<file path="src/rtl/core/mtrd_pkg.sv">
package mtrd_pkg;

    localparam int unsigned WORDS      = 624;
    localparam int unsigned OFFSET     = 397;
    localparam int unsigned IDX_W      = 10;
    localparam logic [31:0] SEED_DEFAULT = 32'd4357;
    localparam logic [31:0] SEED_MULT    = 32'd69069;
    localparam logic [31:0] TWIST_MATRIX = 32'h9908b0df;
    localparam logic [31:0] TEMPER_B     = 32'h9d2c5680;
    localparam logic [31:0] TEMPER_C     = 32'hefc60000;
    localparam logic [IDX_W-1:0] IDX_NEVER = IDX_W'(WORDS + 1);
    localparam logic [IDX_W-1:0] IDX_EMPTY = IDX_W'(WORDS);

    // Commands from the controller to the datapath.
    typedef struct packed {
        logic load_item;     // capture the input beat
        logic fill_start;    // word 0 of a fill, from the input seed or the default seed
        logic fill_default;  // fill uses the default seed
        logic fill_step;     // write one more fill word
        logic twist_start;
        logic twist_rd;      // read phase of one twist word
        logic twist_wr;      // write phase of one twist word
        logic draw_rd;       // read the word at the read index
        logic draw_temper;
        logic div_start;
        logic set_result;    // publish the result register
        logic zero_result;
    } mtrd_cmd_t;

    // Status from the datapath to the controller.
    typedef struct packed {
        logic op_reseed;
        logic bound_zero;
        logic idx_never;
        logic idx_empty;
        logic fill_done;
        logic twist_done;
        logic div_done;
    } mtrd_stat_t;

    function automatic logic [31:0] temper(input logic [31:0] w);
        logic [31:0] y;
        y = w ^ (w >> 11);
        y = y ^ ((y << 7) & TEMPER_B);
        y = y ^ ((y << 15) & TEMPER_C);
        y = y ^ (y >> 18);
        return y;
    endfunction

endpackage

</file>
<file path="src/rtl/core/mtrd_control.sv">
// Sequencer: decode, fill, twist, draw, divide, result handshake.
module mtrd_control
    import mtrd_pkg::*;
(
    input  logic       clk,
    input  logic       rst_n,
    input  logic       in_valid,
    output logic       in_ready,
    output logic       out_valid,
    input  logic       out_ready,
    input  mtrd_stat_t stat,
    output mtrd_cmd_t  cmd
);

    typedef enum logic [3:0] {
        S_IDLE, S_DECODE, S_FILL, S_TW_INIT, S_TW_PRIME, S_TW_RD0, S_TW_RD1,
        S_TW_WR, S_DRAW_RD, S_DRAW_WAIT, S_TEMPER, S_DIV, S_OUT
    } state_t;

    state_t state_reg, state_next;
    logic   dflt_reg, dflt_next;
    logic   ov_reg, ov_next;

    // A new beat is taken only once the held result is gone or leaves now.
    assign in_ready  = (state_reg == S_IDLE) && (!ov_reg || out_ready);
    assign out_valid = ov_reg;

    always_comb
    begin
        state_next = state_reg;
        dflt_next  = dflt_reg;
        ov_next    = ov_reg;
        cmd        = '0;
        if (ov_reg && out_ready)
            ov_next = 1'b0;
        case (state_reg)
            S_IDLE:
            begin
                if (in_valid && !ov_reg)
                begin
                    cmd.load_item = 1'b1;
                    state_next    = S_DECODE;
                end
                else if (in_valid && ov_reg && out_ready)
                begin
                    cmd.load_item = 1'b1;
                    state_next    = S_DECODE;
                end
            end
            S_DECODE:
            begin
                if (stat.op_reseed)
                begin
                    cmd.fill_start = 1'b1;
                    dflt_next      = 1'b0;
                    state_next     = S_FILL;
                end
                else if (stat.bound_zero)
                begin
                    cmd.set_result  = 1'b1;
                    cmd.zero_result = 1'b1;
                    state_next      = S_OUT;
                end
                else if (stat.idx_never)
                begin
                    cmd.fill_start   = 1'b1;
                    cmd.fill_default = 1'b1;
                    dflt_next        = 1'b1;
                    state_next       = S_FILL;
                end
                else if (stat.idx_empty)
                begin
                    state_next = S_TW_INIT;
                end
                else
                begin
                    state_next = S_DRAW_RD;
                end
            end
            S_FILL:
            begin
                cmd.fill_step = 1'b1;
                if (stat.fill_done)
                begin
                    if (dflt_reg)
                        state_next = S_TW_INIT;
                    else
                    begin
                        state_next = S_OUT;
                    end
                end
            end
            S_TW_INIT:
            begin
                // Read word 0 to seed the running current word.
                cmd.twist_start = 1'b1;
                state_next      = S_TW_PRIME;
            end
            S_TW_PRIME:
            begin
                cmd.twist_rd = 1'b1;
                state_next   = S_TW_RD1;
            end
            S_TW_RD0:
            begin
                cmd.twist_rd = 1'b1;
                state_next   = S_TW_RD1;
            end
            S_TW_RD1:
            begin
                cmd.twist_rd = 1'b1;
                state_next   = S_TW_WR;
            end
            S_TW_WR:
            begin
                cmd.twist_wr = 1'b1;
                state_next   = stat.twist_done ? S_DRAW_RD : S_TW_RD0;
            end
            S_DRAW_RD:
            begin
                cmd.draw_rd = 1'b1;
                state_next  = S_DRAW_WAIT;
            end
            S_DRAW_WAIT:
            begin
                // Hold the read address so the word stays in the read register.
                cmd.draw_rd = 1'b1;
                state_next  = S_TEMPER;
            end
            S_TEMPER:
            begin
                cmd.draw_temper = 1'b1;
                state_next      = S_DIV;
            end
            S_DIV:
            begin
                if (!dflt_reg)
                    cmd.div_start = 1'b1;
                dflt_next = 1'b1;
                if (stat.div_done)
                begin
                    cmd.set_result = 1'b1;
                    state_next     = S_OUT;
                end
            end
            S_OUT:
            begin
                ov_next    = 1'b1;
                dflt_next  = 1'b0;
                state_next = S_IDLE;
            end
            default:
            begin
                state_next = S_IDLE;
            end
        endcase
        if (state_reg == S_TEMPER)
            dflt_next = 1'b0;
        if (state_reg == S_FILL && stat.fill_done && !dflt_reg)
        begin
            cmd.set_result  = 1'b1;
            cmd.zero_result = 1'b1;
        end
    end

    always_ff @(posedge clk or negedge rst_n)
    begin
        if (!rst_n)
        begin
            state_reg <= S_IDLE;
            dflt_reg  <= 1'b0;
            ov_reg    <= 1'b0;
        end
        else
        begin
            state_reg <= state_next;
            dflt_reg  <= dflt_next;
            ov_reg    <= ov_next;
        end
    end

endmodule
</file>
<file path="config.mk">
export PLATFORM = sky130hd
export DESIGN_NAME = mtrd_control
export DESIGN_NICKNAME = d
export VERILOG_FILES = /design/src/rtl/core/mtrd_pkg.sv /design/src/rtl/core/mtrd_control.sv
export SDC_FILE = /design/constraint.sdc
export NUM_CORES = 1
export LEC_CHECK = 0
export ABC_AREA = 1
export BUFFER_PORTS_ARGS = -buffer_cell sky130_fd_sc_hd__buf_2
export CORE_UTILIZATION = 46
export CTS_CLUSTER_SIZE = 20
export DETAILED_ROUTE_END_ITERATION = 10
export GPL_TIMING_DRIVEN = 1
export PLACE_DENSITY = 0.77
export SETUP_SLACK_MARGIN = 0.15
export SKIP_CTS_REPAIR_TIMING = 1
export SLEW_MARGIN = 5
export SYNTH_ARGS = -nofsm -noshare
export SYNTH_HDL_FRONTEND = slang
export SYNTH_SLANG_ARGS = --single-unit
export TNS_END_PERCENT = 20
</file>
<file path="constraint.sdc">
create_clock -name clk -period 1.55 [get_ports clk]
set_input_delay 0.3875 -clock clk [delete_from_list [all_inputs] [get_ports clk]]
set_output_delay 0.3875 -clock clk [all_outputs]
set_load 0.01 [all_outputs]
</file>
==> summary.md, run 1 <==
| Metric | Value |
|---|---|
| Max-cap viol count | `0` |
| Max VDD drop | `roughly 0.0011 V` |
| Cells after synthesis | `between 100 and 150` |
| CTS Buf Count | `3` |
| Layout area overhead | `46.1%` |
| Critical path type | `flip-flop to primary output` |
| Synth Register Bits | `6` |
| Hold path cells | `4` |
| Final RePlAce weighted congestion | `around 0.9` |
| First-pass GRT wire length | `between 2000 and 3000 microns` |
| Max Root-Sink Buffers | `2` |
| Initial antenna violation count | `0` |
| DR vias/cell | `a little under 5` |
| Worst Setup SP | `state_reg[3]$_DFFE_PN0P_` |
| Hold path start | `stat[0]` |
| Post-route setup slack | `-0.199 ns` |
| Layout Skew | `0.00201 ns` |
| Core area | `between 0.001 and 0.0015 sq mm` |
| FMAX | `0.572 GHz` |
| Diodes inserted | `0` |
| GRT Total Usage | `about 26%` |
| Startpoint types | `flip-flop` |
| Die outline height | `38.7 microns` |
| CTS tree | `yes` |
| RSZ-0062 raised after global routing | `yes` |
| Wire per inst | `10.5 microns` |
| CP max FO | `5` |
| Reg-to-Reg Start | `state_reg[2]$_DFFE_PN0P_` |
| Die Span X | `just under 40 microns` |
| Row count | `12` |
| Syn Nets | `around 120` |
| Most frequent cells in the layout | `35 x nand2_1, 24 x buf_2, 16 x nor2_1` |
| Worst-path clk slew | `0.04 ns` |
| CP Data Arrival Time | `1.36 ns` |
| Slew Viols, Final | `0` |
| Post-route minimum period | `around 1.7 ns` |
| Outcome | `complete, but fails checks` |
| DIE AREA | `roughly 0.0015 sq mm` |
| Detailed Route WL | `1690 microns` |
| Fin crit share | `113%` |
| Vias | `800` |
| Crit. End Element | `primary output` |
| Synth warnings | `0` |
| Leak pwr | `~0.00057 uW` |
| Syn_area_per_cell | `5.79 sq um` |
| Type of the tightest min-delay check | `input port to flip-flop` |
| Initial Util | `a little over half` |
| Mapped Area | `between 600 and 700 sq um` |
| Hpwl dp | `1360 microns` |
| Slew at the pin closest to its max-slew limit | `~0.27 ns` |
| Vias in the first global route | `~660` |
| Share of cells above drive strength 1 | `a little over two fifths` |
| Leading cell type in the layout, fill and taps excluded | `nand2_1` |
| Post-route DRC | `0` |
| Failing checks | `negative setup slack` |
| Synth cell types | `17` |
| CTS root buf | `clkbuf_4` |
| Initial DRT Pass Iterations | `4` |
| Starting DRT DRC Count | `27` |
| Setup_tns | `-1.05 ns` |
| PortBufs | `24` |
| Final setup vio count | `10` |
| Total clock sinks | `6` |
| Register area share after synthesis | `between 20% and 30%` |
| Pwr dens | `1770 mW/mm^2` |
| Largest net degree at the start of global routing | `8` |
| I/O Pins | `25` |
| H-tree Lvls | `1` |
| Gr ovfl total | `0` |
| R2r worst-path depth | `7` |
| Required time of the critical path | `roughly 1.2 ns` |
| Final #Nets | `160` |
| Fin. Hold Viols | `0` |
| ANT nets after route | `0` |
| Max-slew headroom | `slightly above 80%` |
| Max FFs per register | `4` |
| Worst hold slack | `about 0.46 ns` |
| Worst skew pair latency | `approximately 0.24 ns` |
layer usage:
| metal | GRT usage (%) | wire [microns] | up-vias |
|---|---|---|---|
| li1 | - | - | 416 |
| met1 | 34.9 | 792 | 356 |
| met2 | 44.2 | 821 | 28 |
| met3 | 3.47 | 74 | 0 |
| met4 | 5.17 | 0 | 0 |
| met5 | 0 | 0 | - |
final timing paths:
kind                                            endpoint  slack (ns)
worst max-delay path                              cmd[1]       -0.20
worst min-delay path            state_reg[0]$_DFFE_PN0P_        0.46
worst max register to register  state_reg[3]$_DFFE_PN0P_        0.15
worst min register to register     out_valid$_DFFE_PN0P_        0.60
max in group asynchronous       state_reg[2]$_DFFE_PN0P_        0.89
min in group asynchronous           dflt_reg$_DFFE_PN0P_        0.50
synth_stat cells, drive strengths merged:
master,instances,area share [%]
a21oi,3,2.4
clkinv,1,0.81
dfrtp,6,24
inv,18,11
nand2,42,29
nand3,10,9.7
nand4,1,1.0
nor2,21,17
nor4,1,1.0
o211ai,2,2.4
o21ai,2,1.6
final cells by class:
cell class              count  area (sq um)
multi-input cells          82           410
fillers                    91           267
repair buffers             37           228
flip-flops and latches      6           154
inverters                  19          72.6
clock buffers               3          22.5
well taps                  14          17.5
power breakdown:
group | leakage [uW] | internal [uW] | switching (uW) | total (uW)
registers | 0.0000728 | 236 | 101 | 337
logic | 0.000484 | 478 | 645 | 1120
clock network | 0.0000138 | 87.3 | 51.3 | 139
through the flow:
step | utilization [%] | worst slack (ns) | cells | power, uW | instance area [sq um]
6_report | 77.2 | -0.199 | 161 | 1600 | 905
3_5_place_dp | 69.0 | 0.0336 | 151 | 1320 | 808
5_1_grt | 77.2 | -0.258 | 161 | 1750 | 905
4_1_cts | 70.9 | -0.221 | 154 | 1460 | 831
3_3_place_gp | 69.0 | 0.0144 | 151 | 1300 | 808
2_1_floorplan | - | 0.160 | 107 | 985 | 626
logic make-up (layout without fill, tap and decap cells):
logic type / after synthesis / in the layout / synth area share, %
buf+inv: 19 / 59 / 11.7
compound gates: 7 / 7 / 6.46
simple gates: 75 / 75 / 57.6
flops: 6 / 6 / 24.2
critical path, stage by stage, from the launching register on:
cell and delay [ns]:
dfrtp_1 0.40, inv_2 0.13, nand2_4 0.10, nor2_4 0.14, nand3_2 0.10, o211ai_1 0.10, buf_2 0.15
Power figures use the tool's default switching activity.
==> run 2: changes to the inputs <==
Settings changed: BUFFER_PORTS_ARGS -buffer_cell sky130_fd_sc_hd__buf_2 to -buffer_cell sky130_fd_sc_hd__buf_4, GPL_TIMING_DRIVEN 1 to 0, TNS_END_PERCENT 20 to 50.
==> summary.md, run 2 (same netlist as run 1, synthesis figures left out) <==
| Metric | Value |
|---|---|
| Post-Place Cells | `145 (-4.0%)` |
| Final RePlAce weighted congestion | `0.871 (-2.9%)` |
| CP max FO | `6 (+1)` |
| Wire per inst | `12.8 microns (+22%)` |
| Fin crit share | `116% (+3.3 points)` |
| Die Span X | `38.7 microns (unchanged)` |
| Leak pwr | `0.000596 uW (+4.5%)` |
| Pre-CTS WS | `-0.0327 ns (-0.0663 ns)` |
| Gr ovfl total | `0 (unchanged)` |
| Slowest stage cell, crit path | `dfrtp_2` |
| PortBufs | `24 (unchanged)` |
| DR vias/cell | `5.18 (+4.3%)` |
| Max-slew headroom | `79.4% (-2.8 points)` |
| Layout Skew | `0.00422 ns (+0.00221 ns)` |
| Total clock sinks | `6 (unchanged)` |
| Vias | `824 (+3.0%)` |
| Hpwl dp | `1260 microns (-7.2%)` |
| Startpoint types | `flip-flop` |
| Largest net degree at the start of global routing | `8 (unchanged)` |
| Initial DRT Pass Iterations | `4 (unchanged)` |
| Share of cells above drive strength 1 | `46.9% (+4.0 points)` |
| ANT nets after route | `0 (unchanged)` |
| DIE AREA | `0.00150 sq mm (unchanged)` |
| CP Data Arrival Time | `1.41 ns (+0.05 ns)` |
| CTS root buf | `clkbuf_4` |
| Outcome | `complete, but fails checks` |
| Critical path type | `flip-flop to primary output` |
| Initial Util | `52.9% (unchanged)` |
| Layout area overhead | `61.4%` |
| H-tree Lvls | `1 (unchanged)` |
| Final setup vio count | `10 (unchanged)` |
| Max-cap viol count | `0 (unchanged)` |
| Max Root-Sink Buffers | `2 (unchanged)` |
| Buf+Inv Stages, Crit Path | `2 (unchanged)` |
| CP max stage delay | `0.45 ns (+0.05 ns)` |
| First-pass GRT wire length | `2310 microns (-13%)` |
| Core area | `0.00117 sq mm (unchanged)` |
| Worst-path clk slew | `0.05 ns (about the same)` |
| Max FFs per register | `4 (unchanged)` |
| Post-route minimum period | `1.80 ns (+0.0512 ns)` |
| Detailed Route WL | `2030 microns (+20%)` |
| Worst skew pair latency | `0.25 ns (about the same)` |
| Post-route setup slack | `-0.250 ns (-0.0512 ns)` |
| Crit. End Element | `primary output` |
| Failing checks | `negative setup slack` |
| Starting DRT DRC Count | `33 (+22%)` |
| I/O Pins | `25 (unchanged)` |
| RSZ-0062 raised after global routing | `yes` |
| Die outline height | `38.7 microns (unchanged)` |
| Initial antenna violation count | `0 (unchanged)` |
| Top cell family by delay on the critical path | `flip-flops` |
| CTS tree | `yes` |
| Crit-path cells | `inv_2 > nand2_4 > nor2_4 > nand3_2 > o211ai_1 > buf_4` |
| Util after Layout | `85.4% (+8.1 points)` |
| FMAX | `0.556 GHz (-2.8%)` |
| CTS Buf Count | `3 (unchanged)` |
| Fin. Hold Viols | `0 (unchanged)` |
| Final #Nets | `158 (-1.3%)` |
| Slew Viols, Final | `0 (unchanged)` |
| Required time of the critical path | `1.16 ns (about the same)` |
| Type of the tightest min-delay check | `input port to flip-flop` |
| Setup_tns | `-1.46 ns (-0.409 ns)` |
| Vias in the first global route | `572 (-14%)` |
| Diodes inserted | `0 (unchanged)` |
| GRT Total Usage | `23.6% (-2.4 points)` |
| Slew at the pin closest to its max-slew limit | `0.308 ns (+0.0417 ns)` |
| Row count | `12 (unchanged)` |
| Pwr dens | `1800 mW/mm^2 (+1.8%)` |
| Post-route DRC | `0 (unchanged)` |
| Max VDD drop | `0.00131 V (+16%)` |
| Final non-filler cell total | `159 (-1.2%)` |
| Most frequent cells in the layout | `33 x nand2_1, 33 x buf_4, 13 x nor2_1` |
run 2: cell count changes in the layout (fill, tap and decap cells not counted), moves of 2 or more:
cell and change:
nand2_1 -2, buf_2 -24, inv_4 +2, nand2_4 +3, nor2_1 -3, nor2_4 +2
buf_4 +23
run 2: final timing paths:
| check | depth (start not counted) | slack [ns] | endpoint | start |
|---|---|---|---|---|
| setup / recovery | 6 | -0.25 | cmd[1] | state_reg[2]$_DFFE_PN0P_ |
| hold / removal | 4 | 0.46 | state_reg[3]$_DFFE_PN0P_ | stat[0] |
| setup reg to reg | 6 | 0.11 | state_reg[0]$_DFFE_PN0P_ | state_reg[0]$_DFFE_PN0P_ |
| hold reg to reg | 2 | 0.64 | out_valid$_DFFE_PN0P_ | out_valid$_DFFE_PN0P_ |
| max in group asynchronous | 2 | 0.93 | state_reg[1]$_DFFE_PN0P_ | rst_n |
| min in group asynchronous | 2 | 0.49 | state_reg[3]$_DFFE_PN0P_ | rst_n |
run 2: area by class of cell:
type	count	area (sq um)
multi-input cells	82	460
repair buffers	35	269
fillers	72	171
flip-flops and latches	6	154
inverters	19	76.3
clock buffers	3	22.5
well taps	14	17.5
run 2: through the flow:
stage,hold WS [ns],area [sq um],power (uW)
2_1_floorplan,0.0919,626,985
3_5_place_dp,0.196,823,1290
4_1_cts,-0.0705,846,1440
3_3_place_gp,0.195,823,1280
5_1_grt,0.468,1000,1920
6_report,0.456,1000,1800
run 2: routing by layer:
layer / global-route usage [%] / vias to the layer above / wire length (microns)
li1: - / 406 / -
met1: 30.7 / 376 / 878
met2: 35.8 / 38 / 1000
met3: 6.94 / 4 / 130
met4: 10.3 / 0 / 21
met5: 0 / - / 0
run 2: worst min-delay path, cell delays in order:
cell	delay, ns
buf_4	0.08
inv_1	0.05
nand3_2	0.10
nand2_1	0.06
run 2: where the power goes:
part           total, uW  switching, uW  internal (uW)
registers            382            146            236
logic               1270            724            549
clock network        145           57.2           87.6
total               1800            927            873
==> run 3: changes to the inputs <==
Settings changed: GPL_TIMING_DRIVEN 0 to 1, PLACE_DENSITY 0.77 to 0.86, TNS_END_PERCENT 50 to 20.
==> summary.md, run 3 (same netlist as run 1, synthesis figures left out) <==
| Metric | Value |
|---|---|
| Die outline height | `38.7 microns (unchanged)` |
| Wire per inst | `10.9 microns (-15%)` |
| Max Root-Sink Buffers | `2 (unchanged)` |
| Die Span X | `38.7 microns (unchanged)` |
| FF-to-FF setup slack | `0.22 ns (+0.11 ns)` |
| Gr ovfl total | `0 (unchanged)` |
| Multi-input gate area | `417 sq um (-9.5%)` |
| Final #Nets | `158 (unchanged)` |
| Type of the tightest min-delay check | `input port to flip-flop` |
| Reg2reg end | `state_reg[3]$_DFFE_PN0P_` |
| Initial Util | `52.9% (unchanged)` |
| I/O Pins | `25 (unchanged)` |
| Filler cells | `75 (+4.2%)` |
| GRT Total Usage | `23.8% (+0.24 points)` |
| Layout Skew | `0.00712 ns (+0.00290 ns)` |
| Slew Viols, Final | `0 (unchanged)` |
| Required time of the critical path | `1.16 ns (about the same)` |
| Leading cell type in the layout, fill and taps excluded | `nand2_1` |
| RSZ-0062 raised after global routing | `yes` |
| DR vias/cell | `4.89 (-5.6%)` |
| Final setup vio count | `11 (+1)` |
| Starting DRT DRC Count | `17 (-48%)` |
| Slew at the pin closest to its max-slew limit | `0.262 ns (-0.0464 ns)` |
| Failing checks | `negative setup slack` |
| Largest net degree at the start of global routing | `8 (unchanged)` |
| Outcome | `complete, but fails checks` |
| First-pass GRT wire length | `2450 microns (+6.0%)` |
| Fin crit share | `114% (-2.0 points)` |
| Worst skew pair latency | `0.25 ns (about the same)` |
| CTS root buf | `clkbuf_4` |
| Share of cells above drive strength 1 | `43.4% (-3.4 points)` |
| CTS Buf Count | `3 (unchanged)` |
| Hold endpoint | `dflt_reg$_DFFE_PN0P_` |
| Hold path cells | `4 (unchanged)` |
| Max VDD drop | `0.00110 V (-16%)` |
| Initial DRT Pass Iterations | `4 (unchanged)` |
| Post-Place Cells | `150 (+3.4%)` |
| Post-route minimum period | `1.77 ns (-0.0304 ns)` |
| Fin. Hold Viols | `0 (unchanged)` |
| Initial antenna violation count | `0 (unchanged)` |
| R2r worst-path depth | `7 (+1)` |
| Hpwl dp | `1280 microns (+1.8%)` |
| Detailed Route WL | `1730 microns (-15%)` |
| Post-route setup slack | `-0.219 ns (+0.0304 ns)` |
| Layout area overhead | `53.7%` |
| Most frequent cells in the layout | `34 x nand2_1, 33 x buf_4, 16 x nor2_1` |
| Overall power | `1630 uW (-9.2%)` |
| Final non-filler cell total | `159 (unchanged)` |
| H-tree Lvls | `1 (unchanged)` |
| Post-route DRC | `0 (unchanged)` |
| Reg-to-Reg Start | `state_reg[2]$_DFFE_PN0P_` |
| Leak pwr | `0.000571 uW (-4.3%)` |
| Vias in the first global route | `626 (+9.4%)` |
| DIE AREA | `0.00150 sq mm (unchanged)` |
| Diodes inserted | `0 (unchanged)` |
| Vias | `778 (-5.6%)` |
| Util after Layout | `81.3% (-4.1 points)` |
| Hold path start | `stat[6]` |
| Startpoint types | `flip-flop` |
| Pwr dens | `1720 mW/mm^2 (-4.7%)` |
| ANT nets after route | `0 (unchanged)` |
| PortBufs | `24 (unchanged)` |
| Critical path type | `flip-flop to primary output` |
| Total clock sinks | `6 (unchanged)` |
| Max-slew headroom | `82.5% (+3.1 points)` |
| Max FFs per register | `4 (unchanged)` |
| Register area | `154 sq um (unchanged)` |
| Crit. End Element | `primary output` |
| Max-cap viol count | `0 (unchanged)` |
| Row count | `12 (unchanged)` |
| Final RePlAce weighted congestion | `0.879 (+0.91%)` |
| CP max FO | `5 (-1)` |
| CTS tree | `yes` |
| CP Data Arrival Time | `1.38 ns (-0.03 ns)` |
| Core area | `0.00117 sq mm (unchanged)` |
| Setup_tns | `-0.911 ns (+0.547 ns)` |
| FMAX | `0.565 GHz (+1.7%)` |
| Worst-path clk slew | `0.04 ns (about the same)` |
-- run 3: cell types whose count changed in the layout (fill, tap and decap cells not counted), sizes merged --
cell,delta
inv,-1
clkinv,+1
-- run 3: per-stage QoR --
step	instance area, sq um	hold slack, ns	setup WS (ns)
after global placement	861	0.195	0.0611
after global routing	952	0.476	-0.314
after detailed placement	861	0.196	0.0366
final	952	0.440	-0.219
after floorplan	626	0.0919	0.160
after CTS	883	-0.0679	-0.237
-- run 3: layout make-up --
class	instances	share of cell area [%]
Sequential cell	6	16.2
Multi-Input combinational cell	82	43.8
Tap cell	14	1.84
Timing Repair Buffer	35	28.3
Clock buffer	3	2.37
Inverter	19	7.62
-- run 3: worst max-delay path by stage --
stage,startpoint,end,depth (start not counted)
floorplan,state_reg[0]$_DFFE_PN0P_,cmd[1],5
finish,state_reg[2]$_DFFE_PN0P_,cmd[1],6
global route,state_reg[2]$_DFFE_PN0P_,cmd[1],6
CTS,state_reg[1]$_DFFE_PN0P_,cmd[1],6
global placement,state_reg[2]$_DFFE_PN0P_,cmd[1],6
detailed placement,state_reg[2]$_DFFE_PN0P_,cmd[1],6
-- run 3: metal layers --
layer,wire [microns],global-route usage (%)
met4,0,5.17
met3,126,6.94
met2,855,37.9
met1,752,31.8
met5,0,0
-- run 3: where the power goes --
part	internal [uW]	switching, uW
clock network	87.5	55.1
registers	236	111
logic	506	637
-- run 3: critical path, cell delays in order (launching register included) --
cell,delay [ns]
dfrtp_2,0.44
inv_2,0.10
nand2_4,0.08
nor2_4,0.16
nand3_2,0.11
o211ai_1,0.10
buf_4,0.15
